===== config.mk =====
export PLATFORM = sky130hd
export DESIGN_NAME = lbm_d3q15_stream_index_gen_flat
export DESIGN_NICKNAME = d
export VERILOG_FILES = /design/src/rtl/core/lbmsi_pkg.sv /design/src/rtl/core/lbmsi_cell_if.sv /design/src/rtl/core/lbmsi_res_if.sv /design/src/rtl/core/lbmsi_cell_pipe.sv /design/src/rtl/core/lbmsi_dir_seq.sv /design/src/rtl/core/lbmsi_nbr_pipe.sv /design/src/rtl/core/lbm_d3q15_stream_index_gen.sv /design/src/flat_wrapper.sv
export SDC_FILE = /design/constraint.sdc
export NUM_CORES = 2
export LEC_CHECK = 0
export ABC_AREA = 1
export BUFFER_PORTS_ARGS = -buffer_cell sky130_fd_sc_hd__buf_2
export CAP_MARGIN = 40
export CORE_MARGIN = 8
export CORE_UTILIZATION = 50
export DETAILED_ROUTE_END_ITERATION = 8
export GPL_TIMING_DRIVEN = 0
export PLACE_DENSITY = 0.65
export SLEW_MARGIN = 20
export SYNTH_ARGS = -nofsm -noshare
export SYNTH_HDL_FRONTEND = slang
export SYNTH_SLANG_ARGS = --single-unit

===== constraint.sdc =====
create_clock -name clk -period 15.9 [get_ports clk]
set_input_delay 3.18 -clock clk [delete_from_list [all_inputs] [get_ports clk]]
set_output_delay 3.18 -clock clk [all_outputs]
set_load 0.05 [all_outputs]

===== src/rtl/core/lbmsi_pkg.sv =====
package lbmsi_pkg;

  // Default and fixed dimensions
  localparam int MAX_EXTENT_DEF = 256;
  localparam int NUM_DIRECTIONS = 15;

  localparam int COORD_W    = 8;
  localparam int SIZE_W     = 9;
  localparam int RANK_W     = 24;
  localparam int CPR_W      = 25;
  localparam int BASE_W     = RANK_W + CPR_W;
  localparam int YZ_W       = 2 * SIZE_W;
  localparam int GIDX_W     = 3 * SIZE_W;
  localparam int DIR_W      = 4;
  localparam int SRC_W      = 28;
  localparam int TGT_W      = 29;
  localparam int CFG_IDX_W  = 3;
  localparam int CFG_DATA_W = 25;

  localparam logic [SIZE_W-1:0] SIZE_RST = SIZE_W'(64);
  localparam logic [CPR_W-1:0]  CPR_RST  = CPR_W'(262144);
  localparam logic [DIR_W-1:0]  DIR_LAST = DIR_W'(NUM_DIRECTIONS - 1);

  // Configuration register indexes
  typedef enum logic [CFG_IDX_W-1:0] {
    REG_SIZE_X,
    REG_SIZE_Y,
    REG_SIZE_Z,
    REG_WALLS,
    REG_RANK,
    REG_CPR
  } cfg_reg_t;

  // One velocity component
  typedef enum logic [1:0] {
    STEP_ZERO,
    STEP_UP,
    STEP_DOWN
  } step_t;

  // D3Q15 velocity set
  localparam step_t VEL_X [NUM_DIRECTIONS] = '{
    STEP_ZERO, STEP_DOWN, STEP_UP, STEP_ZERO, STEP_ZERO, STEP_ZERO, STEP_ZERO, STEP_UP,
    STEP_DOWN, STEP_DOWN, STEP_UP, STEP_UP, STEP_DOWN, STEP_DOWN, STEP_UP};
  localparam step_t VEL_Y [NUM_DIRECTIONS] = '{
    STEP_ZERO, STEP_ZERO, STEP_ZERO, STEP_DOWN, STEP_UP, STEP_ZERO, STEP_ZERO, STEP_UP,
    STEP_UP, STEP_DOWN, STEP_DOWN, STEP_UP, STEP_UP, STEP_DOWN, STEP_DOWN};
  localparam step_t VEL_Z [NUM_DIRECTIONS] = '{
    STEP_ZERO, STEP_ZERO, STEP_ZERO, STEP_ZERO, STEP_ZERO, STEP_DOWN, STEP_UP, STEP_UP,
    STEP_UP, STEP_UP, STEP_UP, STEP_DOWN, STEP_DOWN, STEP_DOWN, STEP_DOWN};
  localparam logic [DIR_W-1:0] OPPOSITE [NUM_DIRECTIONS] = '{
    4'd0, 4'd2, 4'd1, 4'd4, 4'd3, 4'd6, 4'd5, 4'd13,
    4'd14, 4'd11, 4'd12, 4'd9, 4'd10, 4'd7, 4'd8};

  // Live configuration (sizes already clamped to the maximum extent)
  typedef struct packed {
    logic [SIZE_W-1:0] size_x;
    logic [SIZE_W-1:0] size_y;
    logic [SIZE_W-1:0] size_z;
    logic              walls;
    logic [RANK_W-1:0] rank;
    logic [CPR_W-1:0]  cpr;
  } cfg_t;

  // Owned cell handed to the direction sequencer
  typedef struct packed {
    logic [COORD_W-1:0] x;
    logic [COORD_W-1:0] y;
    logic [COORD_W-1:0] z;
    logic [GIDX_W-1:0]  gidx;
    logic [TGT_W-1:0]   base_lo;
  } cell_req_t;

  // One direction of a cell handed to the neighbour pipeline
  typedef struct packed {
    logic [COORD_W-1:0] x;
    logic [COORD_W-1:0] y;
    logic [COORD_W-1:0] z;
    logic [GIDX_W-1:0]  gidx;
    logic [TGT_W-1:0]   base_lo;
    logic [DIR_W-1:0]   dir;
    logic               last;
  } dir_req_t;

endpackage


===== src/rtl/core/lbmsi_cell_if.sv =====
interface lbmsi_cell_if;
  import lbmsi_pkg::*;

  logic               valid;
  logic               ready;
  logic [COORD_W-1:0] cell_x;
  logic [COORD_W-1:0] cell_y;
  logic [COORD_W-1:0] cell_z;

  modport source (output valid, output cell_x, output cell_y, output cell_z, input ready);
  modport sink (input valid, input cell_x, input cell_y, input cell_z, output ready);

endinterface


===== src/rtl/core/lbmsi_res_if.sv =====
interface lbmsi_res_if;
  import lbmsi_pkg::*;

  logic                    valid;
  logic                    ready;
  logic [DIR_W-1:0]        direction;
  logic [SRC_W-1:0]        source_slot;
  logic signed [TGT_W-1:0] target_slot;
  logic                    bounced;
  logic                    last;

  modport source (output valid, output direction, output source_slot, output target_slot,
                  output bounced, output last, input ready);
  modport sink (input valid, input direction, input source_slot, input target_slot,
                input bounced, input last, output ready);

endinterface


===== src/rtl/core/lbmsi_cell_pipe.sv =====
module lbmsi_cell_pipe (
  input  logic                  clk,
  input  logic                  rst,
  input  lbmsi_pkg::cfg_t       cfg,
  lbmsi_cell_if.sink            coord,
  output logic                  req_valid,
  input  logic                  req_ready,
  output lbmsi_pkg::cell_req_t  req
);
  import lbmsi_pkg::*;

  logic v1, v2, v3, v4;
  logic r1, r2, r3, r4;

  logic [COORD_W-1:0] x1, y1, z1, x2, y2, z2, x3, y3, z3;
  logic               ok1, ok2, ok3;
  logic [YZ_W-1:0]    yz2;
  logic [BASE_W-1:0]  base2, base3;
  logic [BASE_W:0]    end3;
  logic [GIDX_W-1:0]  g3;
  logic               owned3;

  // Ready chain: a stage moves when empty or when the next one moves
  assign r4 = !v4 || req_ready;
  assign r3 = !v3 || r4;
  assign r2 = !v2 || r3;
  assign r1 = !v1 || r2;
  assign coord.ready = r1;
  assign req_valid = v4;

  // Ownership window [base, base + cells_per_rank)
  assign owned3 = ok3 && (BASE_W'(g3) >= base3) && ((BASE_W+1)'(g3) < end3);

  always_ff @(posedge clk) begin
    if (rst) begin
      v1 <= 1'b0;
      v2 <= 1'b0;
      v3 <= 1'b0;
      v4 <= 1'b0;
    end else begin
      if (r1) v1 <= coord.valid;
      if (r2) v2 <= v1;
      if (r3) v3 <= v2;
      if (r4) v4 <= v3 && owned3;
    end
  end

  // Stage 1: capture and range check
  always_ff @(posedge clk) begin
    if (r1) begin
      x1  <= coord.cell_x;
      y1  <= coord.cell_y;
      z1  <= coord.cell_z;
      ok1 <= ({1'b0, coord.cell_x} < cfg.size_x) && ({1'b0, coord.cell_y} < cfg.size_y) &&
             ({1'b0, coord.cell_z} < cfg.size_z);
    end
  end

  // Stage 2: y + z*ny, and the rank base
  always_ff @(posedge clk) begin
    if (r2) begin
      x2    <= x1;
      y2    <= y1;
      z2    <= z1;
      ok2   <= ok1;
      yz2   <= YZ_W'(y1) + YZ_W'(z1) * YZ_W'(cfg.size_y);
      base2 <= BASE_W'(cfg.rank) * BASE_W'(cfg.cpr);
    end
  end

  // Stage 3: global index and end of the slice
  always_ff @(posedge clk) begin
    if (r3) begin
      x3    <= x2;
      y3    <= y2;
      z3    <= z2;
      ok3   <= ok2;
      g3    <= GIDX_W'(x2) + GIDX_W'(yz2) * GIDX_W'(cfg.size_x);
      base3 <= base2;
      end3  <= (BASE_W+1)'(base2) + (BASE_W+1)'(cfg.cpr);
    end
  end

  // Stage 4: only owned cells go on
  always_ff @(posedge clk) begin
    if (r4) begin
      req.x       <= x3;
      req.y       <= y3;
      req.z       <= z3;
      req.gidx    <= g3;
      req.base_lo <= base3[TGT_W-1:0];
    end
  end

endmodule


===== src/rtl/core/lbmsi_dir_seq.sv =====
module lbmsi_dir_seq (
  input  logic                  clk,
  input  logic                  rst,
  input  logic                  cell_valid,
  output logic                  cell_ready,
  input  lbmsi_pkg::cell_req_t  cell_req,
  output logic                  dir_valid,
  input  logic                  dir_ready,
  output lbmsi_pkg::dir_req_t   dir_req
);
  import lbmsi_pkg::*;

  logic             busy;
  logic [DIR_W-1:0] dir;
  cell_req_t        hold;
  logic             issue_last;
  logic             load;
  logic             advance;

  assign issue_last = (dir == DIR_LAST);
  assign advance    = busy && dir_ready;
  // Next cell loads as the last direction of the current one leaves
  assign cell_ready = !busy || (issue_last && dir_ready);
  assign load       = cell_valid && cell_ready;

  assign dir_valid       = busy;
  assign dir_req.x       = hold.x;
  assign dir_req.y       = hold.y;
  assign dir_req.z       = hold.z;
  assign dir_req.gidx    = hold.gidx;
  assign dir_req.base_lo = hold.base_lo;
  assign dir_req.dir     = dir;
  assign dir_req.last    = issue_last;

  // Direction counter
  always_ff @(posedge clk) begin
    if (rst) begin
      busy <= 1'b0;
      dir  <= '0;
    end else if (load) begin
      busy <= 1'b1;
      dir  <= '0;
    end else if (advance) begin
      if (issue_last) begin
        busy <= 1'b0;
      end else begin
        dir <= dir + DIR_W'(1);
      end
    end
  end

  always_ff @(posedge clk) begin
    if (load) hold <= cell_req;
  end

endmodule


===== src/rtl/core/lbmsi_nbr_pipe.sv =====
module lbmsi_nbr_pipe (
  input  logic                 clk,
  input  logic                 rst,
  input  lbmsi_pkg::cfg_t      cfg,
  input  logic                 dir_valid,
  output logic                 dir_ready,
  input  lbmsi_pkg::dir_req_t  dir_req,
  lbmsi_res_if.source          res
);
  import lbmsi_pkg::*;

  // Periodic wrap of a coordinate moved by at most one step
  function automatic logic [SIZE_W-1:0] wrap_step(step_t s, logic [SIZE_W-1:0] c,
                                                 logic [SIZE_W-1:0] n);
    logic [SIZE_W-1:0] r;
    case (s)
      STEP_DOWN: r = (c == '0) ? n - SIZE_W'(1) : c - SIZE_W'(1);
      STEP_UP:   r = (c + SIZE_W'(1) == n) ? '0 : c + SIZE_W'(1);
      default:   r = c;
    endcase
    return r;
  endfunction

  logic v1, v2, v3, v4;
  logic r1, r2, r3, r4, r5;

  step_t             sx, sy, sz;
  logic [SIZE_W-1:0] cz;
  logic              z_out;

  logic [DIR_W-1:0]  d1, d2, d3, d4, dsel4;
  logic              last1, last2, last3, last4;
  logic              hit1, hit2, hit3, hit4;
  logic [SIZE_W-1:0] tx1, ty1, tz1, tx2;
  logic [YZ_W-1:0]   tyz2;
  logic [GIDX_W-1:0] g1, g2, g3, gn3;
  logic [TGT_W-1:0]  blo1, blo2, blo3;
  logic [TGT_W-1:0]  dt4;
  logic [SRC_W-1:0]  ds4;

  assign r5 = !res.valid || res.ready;
  assign r4 = !v4 || r5;
  assign r3 = !v3 || r4;
  assign r2 = !v2 || r3;
  assign r1 = !v1 || r2;
  assign dir_ready = r1;

  // Step of this direction and the z wall test
  assign sx = VEL_X[dir_req.dir];
  assign sy = VEL_Y[dir_req.dir];
  assign sz = VEL_Z[dir_req.dir];
  assign cz = {1'b0, dir_req.z};
  assign z_out = ((sz == STEP_DOWN) && (cz == '0)) ||
                 ((sz == STEP_UP) && (cz + SIZE_W'(1) == cfg.size_z));

  always_ff @(posedge clk) begin
    if (rst) begin
      v1        <= 1'b0;
      v2        <= 1'b0;
      v3        <= 1'b0;
      v4        <= 1'b0;
      res.valid <= 1'b0;
    end else begin
      if (r1) v1 <= dir_valid;
      if (r2) v2 <= v1;
      if (r3) v3 <= v2;
      if (r4) v4 <= v3;
      if (r5) res.valid <= v4;
    end
  end

  // Stage 1: neighbour coordinates, bounce decision
  always_ff @(posedge clk) begin
    if (r1) begin
      d1    <= dir_req.dir;
      last1 <= dir_req.last;
      tx1   <= wrap_step(sx, {1'b0, dir_req.x}, cfg.size_x);
      ty1   <= wrap_step(sy, {1'b0, dir_req.y}, cfg.size_y);
      tz1   <= wrap_step(sz, cz, cfg.size_z);
      hit1  <= z_out && cfg.walls;
      g1    <= dir_req.gidx;
      blo1  <= dir_req.base_lo;
    end
  end

  // Stage 2: ty + tz*ny
  always_ff @(posedge clk) begin
    if (r2) begin
      d2    <= d1;
      last2 <= last1;
      hit2  <= hit1;
      tx2   <= tx1;
      tyz2  <= YZ_W'(ty1) + YZ_W'(tz1) * YZ_W'(cfg.size_y);
      g2    <= g1;
      blo2  <= blo1;
    end
  end

  // Stage 3: neighbour global index
  always_ff @(posedge clk) begin
    if (r3) begin
      d3    <= d2;
      last3 <= last2;
      hit3  <= hit2;
      gn3   <= GIDX_W'(tx2) + GIDX_W'(tyz2) * GIDX_W'(cfg.size_x);
      g3    <= g2;
      blo3  <= blo2;
    end
  end

  // Stage 4: offsets from the rank base; a bounce targets its own cell
  always_ff @(posedge clk) begin
    if (r4) begin
      d4    <= d3;
      last4 <= last3;
      hit4  <= hit3;
      dsel4 <= hit3 ? OPPOSITE[d3] : d3;
      dt4   <= TGT_W'(hit3 ? g3 : gn3) - blo3;
      ds4   <= SRC_W'(g3) - blo3[SRC_W-1:0];
    end
  end

  // Stage 5: slots = 15*offset + direction, held while the sink stalls
  always_ff @(posedge clk) begin
    if (r5) begin
      res.direction   <= d4;
      res.source_slot <= (ds4 << 4) - ds4 + SRC_W'(d4);
      res.target_slot <= (dt4 << 4) - dt4 + TGT_W'(dsel4);
      res.bounced     <= hit4;
      res.last        <= last4;
    end
  end

endmodule


===== src/rtl/core/lbm_d3q15_stream_index_gen.sv =====
// D3Q15 streaming index generator. Each accepted cell (cell_x, cell_y, cell_z)
// that lies inside the lattice and in this rank's slice of cells_per_rank global
// cells yields fifteen results, directions 0 to 14 in order, with last set on
// direction 14; other cells are dropped and yield nothing. Owned cells give one
// result per cycle while the result sink does not stall, paced by the direction
// sequencer that walks the velocity set; dropped cells never reach it, and new
// cells enter the front stages while it still walks an earlier cell. A cell's
// results pass four front stages for index and ownership, the sequencer load,
// four neighbour stages and the output register. Sizes above MAX_EXTENT act as
// MAX_EXTENT. Configuration may only be written while no request is in flight.
module lbm_d3q15_stream_index_gen #(
  parameter int MAX_EXTENT = lbmsi_pkg::MAX_EXTENT_DEF
) (
  input  logic                             clk,
  input  logic                             rst,
  lbmsi_cell_if.sink                       coord,
  lbmsi_res_if.source                      res,
  input  logic                             cfg_we,
  input  logic [lbmsi_pkg::CFG_IDX_W-1:0]  cfg_index,
  input  logic [lbmsi_pkg::CFG_DATA_W-1:0] cfg_data
);
  import lbmsi_pkg::*;

  localparam int                EXT_CAP  = (MAX_EXTENT > (1 << SIZE_W) - 1) ?
                                           (1 << SIZE_W) - 1 : MAX_EXTENT;
  localparam logic [SIZE_W-1:0] EXT_MAX  = SIZE_W'(EXT_CAP);
  localparam logic [SIZE_W-1:0] SIZE_EFF = (SIZE_RST > EXT_MAX) ? EXT_MAX : SIZE_RST;

  cfg_t              cfg;
  logic [SIZE_W-1:0] size_wr;

  logic      cell_valid, cell_ready;
  cell_req_t cell_req;
  logic      dir_valid, dir_ready;
  dir_req_t  dir_req;

  // Sizes are stored already clamped
  assign size_wr = (cfg_data[SIZE_W-1:0] > EXT_MAX) ? EXT_MAX : cfg_data[SIZE_W-1:0];

  // Configuration registers
  always_ff @(posedge clk) begin
    if (rst) begin
      cfg.size_x <= SIZE_EFF;
      cfg.size_y <= SIZE_EFF;
      cfg.size_z <= SIZE_EFF;
      cfg.walls  <= 1'b0;
      cfg.rank   <= '0;
      cfg.cpr    <= CPR_RST;
    end else if (cfg_we) begin
      unique case (cfg_reg_t'(cfg_index))
        REG_SIZE_X: cfg.size_x <= size_wr;
        REG_SIZE_Y: cfg.size_y <= size_wr;
        REG_SIZE_Z: cfg.size_z <= size_wr;
        REG_WALLS:  cfg.walls  <= cfg_data[0];
        REG_RANK:   cfg.rank   <= cfg_data[RANK_W-1:0];
        REG_CPR:    cfg.cpr    <= cfg_data[CPR_W-1:0];
        default: ;
      endcase
    end
  end

  lbmsi_cell_pipe u_cell_pipe (
    .clk       (clk),
    .rst       (rst),
    .cfg       (cfg),
    .coord     (coord),
    .req_valid (cell_valid),
    .req_ready (cell_ready),
    .req       (cell_req)
  );

  lbmsi_dir_seq u_dir_seq (
    .clk        (clk),
    .rst        (rst),
    .cell_valid (cell_valid),
    .cell_ready (cell_ready),
    .cell_req   (cell_req),
    .dir_valid  (dir_valid),
    .dir_ready  (dir_ready),
    .dir_req    (dir_req)
  );

  lbmsi_nbr_pipe u_nbr_pipe (
    .clk       (clk),
    .rst       (rst),
    .cfg       (cfg),
    .dir_valid (dir_valid),
    .dir_ready (dir_ready),
    .dir_req   (dir_req),
    .res       (res)
  );

endmodule

===== src/flat_wrapper.sv =====
// flat-port wrapper written by rule: the top's interface ports become plain ports
module lbm_d3q15_stream_index_gen_flat import lbmsi_pkg::*;
#(
  parameter int MAX_EXTENT = lbmsi_pkg::MAX_EXTENT_DEF
)
  (clk, rst, cfg_we, cfg_index, cfg_data, coord_valid, coord_cell_x, coord_cell_y, coord_cell_z, coord_ready, res_valid, res_direction, res_source_slot, res_target_slot, res_bounced, res_last, res_ready);
  lbmsi_cell_if coord_i ();
  lbmsi_res_if res_i ();
  input  logic clk;
  input  logic rst;
  input  logic cfg_we;
  input  logic [lbmsi_pkg::CFG_IDX_W-1:0] cfg_index;
  input  logic [lbmsi_pkg::CFG_DATA_W-1:0] cfg_data;
  input wire logic [$bits(coord_i.valid)-1:0] coord_valid;
  input wire logic [$bits(coord_i.cell_x)-1:0] coord_cell_x;
  input wire logic [$bits(coord_i.cell_y)-1:0] coord_cell_y;
  input wire logic [$bits(coord_i.cell_z)-1:0] coord_cell_z;
  output wire logic [$bits(coord_i.ready)-1:0] coord_ready;
  output wire logic [$bits(res_i.valid)-1:0] res_valid;
  output wire logic [$bits(res_i.direction)-1:0] res_direction;
  output wire logic [$bits(res_i.source_slot)-1:0] res_source_slot;
  output wire logic [$bits(res_i.target_slot)-1:0] res_target_slot;
  output wire logic [$bits(res_i.bounced)-1:0] res_bounced;
  output wire logic [$bits(res_i.last)-1:0] res_last;
  input wire logic [$bits(res_i.ready)-1:0] res_ready;
  assign coord_i.valid = coord_valid;
  assign coord_i.cell_x = coord_cell_x;
  assign coord_i.cell_y = coord_cell_y;
  assign coord_i.cell_z = coord_cell_z;
  assign coord_ready = coord_i.ready;
  assign res_valid = res_i.valid;
  assign res_direction = res_i.direction;
  assign res_source_slot = res_i.source_slot;
  assign res_target_slot = res_i.target_slot;
  assign res_bounced = res_i.bounced;
  assign res_last = res_i.last;
  assign res_i.ready = res_ready;
  lbm_d3q15_stream_index_gen #(.MAX_EXTENT(MAX_EXTENT)) u_core (.clk(clk), .rst(rst), .coord(coord_i), .res(res_i), .cfg_we(cfg_we), .cfg_index(cfg_index), .cfg_data(cfg_data));
endmodule

# [Yosys cells after proc, flatten, opt, wreduce, memory -nomap -nowiden]
# Memory sizes are Yosys's and may differ from the RTL's.
# Index checks and enable logic that the tools add are counted.
[classes] addsub=21 multipliers=5 n_lt_le_gt_ge=8 eq_ne=15 n_mux=23 n_bitwise=3 reduce_logical=47
[ops] cell="two-way mux 9 bit" count=7
[ops] cell="multiplier 18 x 9 -> 27 bit" count=2
[ops] cell="one-hot mux 9 bit (2 select lines)" count=3
[ops] cell="adder 49 x 25 -> 50 bit" count=1
[ops] cell="< comparator 27 x 50 -> 1 bit" count=1
[ops] cell="greater-or-equal comparator 27 x 49 -> 1 bit" count=1
[ops] cell="multiplier 24 x 25 -> 49 bit" count=1
[ops] cell="adder 29 x 4 -> 29 bit" count=1
[ops] cell="subtractor 27 x 29 -> 29 bit" count=1
[ops] cell="subtractor 29 bit" count=1
[ops] cell="adder 28 x 4 -> 28 bit" count=1
[ops] cell="subtractor 27 x 28 -> 28 bit" count=1
[ops] cell="subtractor 28 bit" count=1
[ops] cell="adder 8 x 1 -> 9 bit, second input constant" count=3
[ops] cell="adder 8 x 27 -> 27 bit" count=1
[ops] cell="adder 9 x 27 -> 27 bit" count=1
[ops] cell="equality test 9 bit" count=3
[ops] cell="< comparator 8 x 9 -> 1 bit" count=3
[ops] cell="two-way mux 27 bit" count=1
[ops] cell="subtractor 8 x 1 -> 9 bit, second input constant" count=3
[ops] cell="subtractor 9 x 1 -> 9 bit, second input constant" count=3
[ops] cell="adder 8 x 17 -> 18 bit" count=1
[ops] cell="adder 9 x 18 -> 18 bit" count=1
[ops] cell="multiplier 9 x 9 -> 18 bit" count=1
[ops] cell="24 further kinds" count=79
[word_totals] ff_bits=916 romBits=160 in_bits=57 output_inout_bits=65 elab_cells=202 memories=4
[memory_table] memory="(no name shown)" depth=16 word_bits=4 rd=1 rd_ports_with_merged_regs=0 write_ports=0 line="lbmsi_nbr_pipe.sv:117" rtl="dsel4 <= hit3 ? OPPOSITE[d3] : d3;"
[memory_table] memory="(no name shown)" depth=16 word_bits=2 rd=1 rd_ports_with_merged_regs=0 write_ports=0 line="lbmsi_nbr_pipe.sv:51" rtl="assign sz = VEL_Z[dir_req.dir];"
[memory_table] memory="(no name shown)" depth=16 word_bits=2 rd=1 rd_ports_with_merged_regs=0 write_ports=0 line="lbmsi_nbr_pipe.sv:50" rtl="assign sy = VEL_Y[dir_req.dir];"
[memory_table] memory="(no name shown)" depth=16 word_bits=2 rd=1 rd_ports_with_merged_regs=0 write_ports=0 line="lbmsi_nbr_pipe.sv:49" rtl="assign sx = VEL_X[dir_req.dir];"

# [Longest topological paths before layout]
[logic_depth] word_depth=12 mapped_depth=29 depth_no_buf=27

# [Modules after synthesis]
# Synthesis repeated with hierarchy kept, for this count alone.
[hier_totals] cells_unflattened=8961 area_unflattened_um2=80130.6
[modules_own_cells] module="lbmsi_cell_pipe" instances=1 cells_each=5001 area_each_um2=43873.3 seq_area_each_um2=10530.1
[modules_own_cells] module="lbmsi_nbr_pipe" instances=1 cells_each=3495 area_each_um2=30803.3 seq_area_each_um2=12021.5
[modules_own_cells] module="lbm_d3q15_stream_index_gen" instances=1 cells_each=341 area_each_um2=2748.9 seq_area_each_um2=1541.5
[modules_own_cells] module="lbmsi_dir_seq" instances=1 cells_each=124 area_each_um2=2705.1 seq_area_each_um2=2502.4

# [Worst setup path after synthesis]
# Ideal clock, no wire load.
[synth_timing] path_kind="in2out" startpoint="in res_ready" endpoint="out coord_ready" arrival_ns=11.672 required_ns=12.720 path_slack_ns=1.048 cell_stages=10 n_path_buf=0 cell_sequence="inv_1 > nand2_1 > nor2_2 > nand2_2 > nor2_2 > nand2_2 > nand2_2 > nand4_2 > nor2_2 > nand2_1"
[synth_between] elab_chain_len=11
[synth_lines] item="start, declared" line="flat_wrapper.sv:25" rtl="input wire logic [$bits(res_i.ready)-1:0] res_ready;"
[synth_lines] item="logical OR 1 bit" line="lbmsi_nbr_pipe.sv:41" rtl="assign r5 = !res.valid || res.ready;"
[synth_lines] item="net u_core.u_nbr_pipe.r5" line="lbmsi_nbr_pipe.sv:25" rtl="logic r1, r2, r3, r4, r5;"
[synth_lines] item="logical OR 1 bit" line="lbmsi_nbr_pipe.sv:42" rtl="assign r4 = !v4 || r5;"
[synth_lines] item="logical OR 1 bit" line="lbmsi_nbr_pipe.sv:43" rtl="assign r3 = !v3 || r4;"
[synth_lines] item="net u_core.u_nbr_pipe.r3" line="lbmsi_nbr_pipe.sv:25"
[synth_lines] item="logical OR 1 bit" line="lbmsi_nbr_pipe.sv:44" rtl="assign r2 = !v2 || r3;"
[synth_lines] item="logical OR 1 bit" line="lbmsi_nbr_pipe.sv:45" rtl="assign r1 = !v1 || r2;"
[synth_lines] item="logical AND 1 bit" line="lbmsi_dir_seq.sv:23" rtl="assign cell_ready = !busy || (issue_last && dir_ready);"
[synth_lines] item="logical OR 1 bit" line="lbmsi_dir_seq.sv:23"
[synth_lines] item="logical OR 1 bit" line="lbmsi_cell_pipe.sv:24" rtl="assign r4 = !v4 || req_ready;"
[synth_lines] item="logical OR 1 bit" line="lbmsi_cell_pipe.sv:25" rtl="assign r3 = !v3 || r4;"
[synth_lines] item="net u_core.u_cell_pipe.r3" line="lbmsi_cell_pipe.sv:13" rtl="logic r1, r2, r3, r4;"
[synth_lines] item="logical OR 1 bit" line="lbmsi_cell_pipe.sv:26" rtl="assign r2 = !v2 || r3;"
[synth_lines] item="logical OR 1 bit" line="lbmsi_cell_pipe.sv:27" rtl="assign r1 = !v1 || r2;"
[synth_lines] item="end, declared" line="flat_wrapper.sv:18" rtl="output wire logic [$bits(coord_i.ready)-1:0] coord_ready;"
# The timed path passes the listed nets, and every way through them passes these cells.

# [Final worst setup path]
# Same ends and word-level chain as after synthesis.

==> metrics <==
status completed; # hold bufs at CTS 0; number of antenna violations at the first check in global routing 12; post-layout util 54.7%; top cells by area, synth edfxtp_1 (31%), fa_1 (21%), nand2_1 (10%); Fmax achieved 95.9 MHz; Overall Global Routing Usage 26.9%; startpoint types input port; WL met2 110 mm; root buf cell clkbuf_16; commonest non-fill, non-tap cell in the layout nand2_1; internal power 5.04 mW; detailed-route via count 60800; post-synthesis async set-or-reset flop share 0%; final setup vio count 0; critical-path cell list buf_2, inv_1, nand2_4, buf_16, nor2_2, nand2_4, nor2_2, nand2_8, nand2_2, nand4_4, buf_12, nor2_2, nand2_2, buf_2; Post-synth EDFFs 825; fillers 14600; cts repair resizes 0; max cap viols 0; pin count of the biggest net entering global routing 76; routed wire length 237 mm; H-tree depth 3; Final Max Tran Viols 0; Die W 417 um; DR iter-0 viols 4729; number of global-route vias before repair 60700; VDD IR max 116 uV; Top Ports 122; die area 174000 um^2; DRC 0; initial core utilization 50.2%; Detailed Place HPWL 197 mm; Yosys reg bits 916; RSZ-0062 raised after global routing false; Post-Syn Area 80300 um^2; Ys Warns 0; Pre-antenna DRT Iters 6; row cnt 147; Flop pwr share 39.1%; crit-path leading delay family simple AND/OR/NAND/NOR gates; GRT Residual Overflow 0; Synth Area per Inst 8.88 um^2; worst hold path type reg2reg; # Post-CTS Setup Buffers 0; CP Max Fanout 53; Crit-path slowest cell nand2_2; worst-skew pair later-pin latency 750 ps; switching pwr 2.74 mW; skew final 58.7 ps; crit path buf inv count 5; crit path DAT 7250 ps; Synth Net Count 10600; Clock Power Share 29.9%; Most Frequent Cell on Critical Path nor2_2; Worst Tran Pin Value 947 ps; period utilization 65.6%; post-synth top area share 30.9%; Longest Clk Path Bufs 3; Comb power frac 31.0%; largest area contributor in the netlist edfxtp_1; Max stage delay on crit path 520 ps; routability cong. 1.00; Die Height 417 um; CTS sink count 916; count of cell types in the netlist 52; clock buffer count from CTS 96; Main synth FF type edfxtp_1; first-pass GRT wire length 358 mm; most frequent cells in the layout nand2_1 (2203), inv_1 (2060), fa_1 (849); Core Footprint 160000 um^2; fin crit period 10430 ps; WP data required 12720 ps; power density cells 88.8 nW/um^2; Layout area overhead 9.10%; ANT nets after route 0; Vias/cell 5.29; clock slew at reported path FFs 60 ps; layout cells sized above 1 4.33%; Met3 Wirelength 17.2 mm; I/O Buffers 121; overall power 7.78 mW; post-synthesis sequential area ratio 33.1%; uppermost routed layer met4; worst relative slew slack 36.8%; post-synthesis cell count 9043; Final Hold Vio Count 0; endpoint class of the critical path primary output; Post-layout nets 10900; critical path class in2out; wl on met1 93.9 mm; TritonCTS clock tree built; Avg WL per Cell 20.6 um; sw frac 35.2%; leakage 45.3 nW
-- cell families after synthesis --
group	Yosys count	synth area share, %
AND/OR/NAND/NOR	3180	16.1
buffers and inverters	2373	11.1
adder cells (fa/ha/maj)	1493	31.2
flip-flops	916	33.1
AO/OA/AOI/OAI	825	5.63
XOR/XNOR	256	2.79
-- registers in the layout, summed over array words and instances (netlist names), 28 cells and up --
register and cells:
u_core.u_dir_seq.dir_req 80, u_core.cfg 77, u_core.u_cell_pipe.end3 50, u_core.u_nbr_pipe.ds4 28
u_core.u_cell_pipe.base3 49, u_core.u_nbr_pipe.blo1 29, u_core.u_nbr_pipe.blo2 29, u_core.u_nbr_pipe.dt4 29
u_core.u_nbr_pipe.blo3 29, u_core.u_cell_pipe.base2 49, u_core.u_cell_pipe.req 80, u_core.u_nbr_pipe.res.source_slot 28
u_core.u_nbr_pipe.res.target_slot 29
-- cell type report --
cell class,instances,area [um^2],area share (%)
tap,2086,2610,2.98
antenna,12,30.0,0.0343
multi-input combinational,5754,44800,51.1
sequential,916,26600,30.4
buffer,294,1140,1.31
inverter,2079,7820,8.93
timing repair buffer,170,1320,1.51
clock inverter,65,763,0.871
clock buffer,116,2520,2.88
-- power groups by stage --
stage | clock network (mW) | logic (mW) | registers [mW]
6_report | 2.32 | 2.41 | 3.04
2_1_floorplan | 0 | 1.55 | 3.16
5_1_grt | 2.46 | 2.69 | 3.06
3_5_place_dp | 0 | 2.41 | 3.10
4_1_cts | 2.38 | 2.43 | 3.05
3_3_place_gp | 0 | 2.39 | 3.09
-- cells in the mapped netlist (all sizes together) (4+ instances only) --
master  count
o21ai     267
xnor2      65
o21a       11
and3        4
nand3     268
nor3       77
nor2      489
ha        644
xor2      191
nor3b       4
nor4       24
nand4      71
fa        849
o211ai     14
o21bai     42
buf        33
nand2    2217
edfxtp    825
a31oi      19
dfxtp      91
a21boi     15
a21o       39
a21oi     406
inv      2077
nand3b     17
clkbuf    261
or2         8
-- worst paths after layout --
| kind | start | endpoint | slack, ps | cells after the start |
|---|---|---|---|---|
| max | res_ready | coord_ready | 5470 | 14 |
| max reg2reg | u_core.cfg[15] | u_core.u_cell_pipe.base2[35] | 7810 | 23 |
| min | u_core.u_cell_pipe.req[55] | u_core.u_dir_seq.dir_req[60] | 360 | 0 |
| min reg2reg | u_core.u_cell_pipe.req[55] | u_core.u_dir_seq.dir_req[60] | 360 | 0 |
-- worst reg2reg max path, stage by stage (launching register included) --
cell      delay [ps]
dfxtp_1          520
clkbuf_1         660
clkbuf_1         710
nand2_1          190
fa_1             570
inv_1             50
fa_1             520
inv_1             70
fa_1             530
fa_1             530
inv_1             60
fa_1             500
fa_1             580
inv_1             80
fa_1             480
inv_1             40
ha_1             370
a21oi_1          290
o21ai_0          190
a21oi_1          330
o21ai_1          260
nand3_1          130
nand2_1           70
xor2_1           160
-- metrics by stage --
stage | TNS, ps | setup slack [ps] | instance area (um^2) | cells | hold WS, ps
4_1_cts | 0 | 5500 | 87500 | 11500 | 351
3_5_place_dp | 0 | 5510 | 84200 | 11300 | 405
6_report | 0 | 5470 | 87600 | 11500 | 363
5_1_grt | 0 | 5240 | 87600 | 11500 | 358
3_3_place_gp | -128630 | -3200 | 83500 | 11300 | 400
2_1_floorplan | 0 | 1050 | 80300 | 9043 | 400
-- routing by layer --
layer,vias up,GRT usage [%]
met5,-,0
met3,544,4.35
met1,29600,34.3
li1,28500,-
met2,2107,44.0
met4,0,14.7
Power figures use the tool's default switching activity.
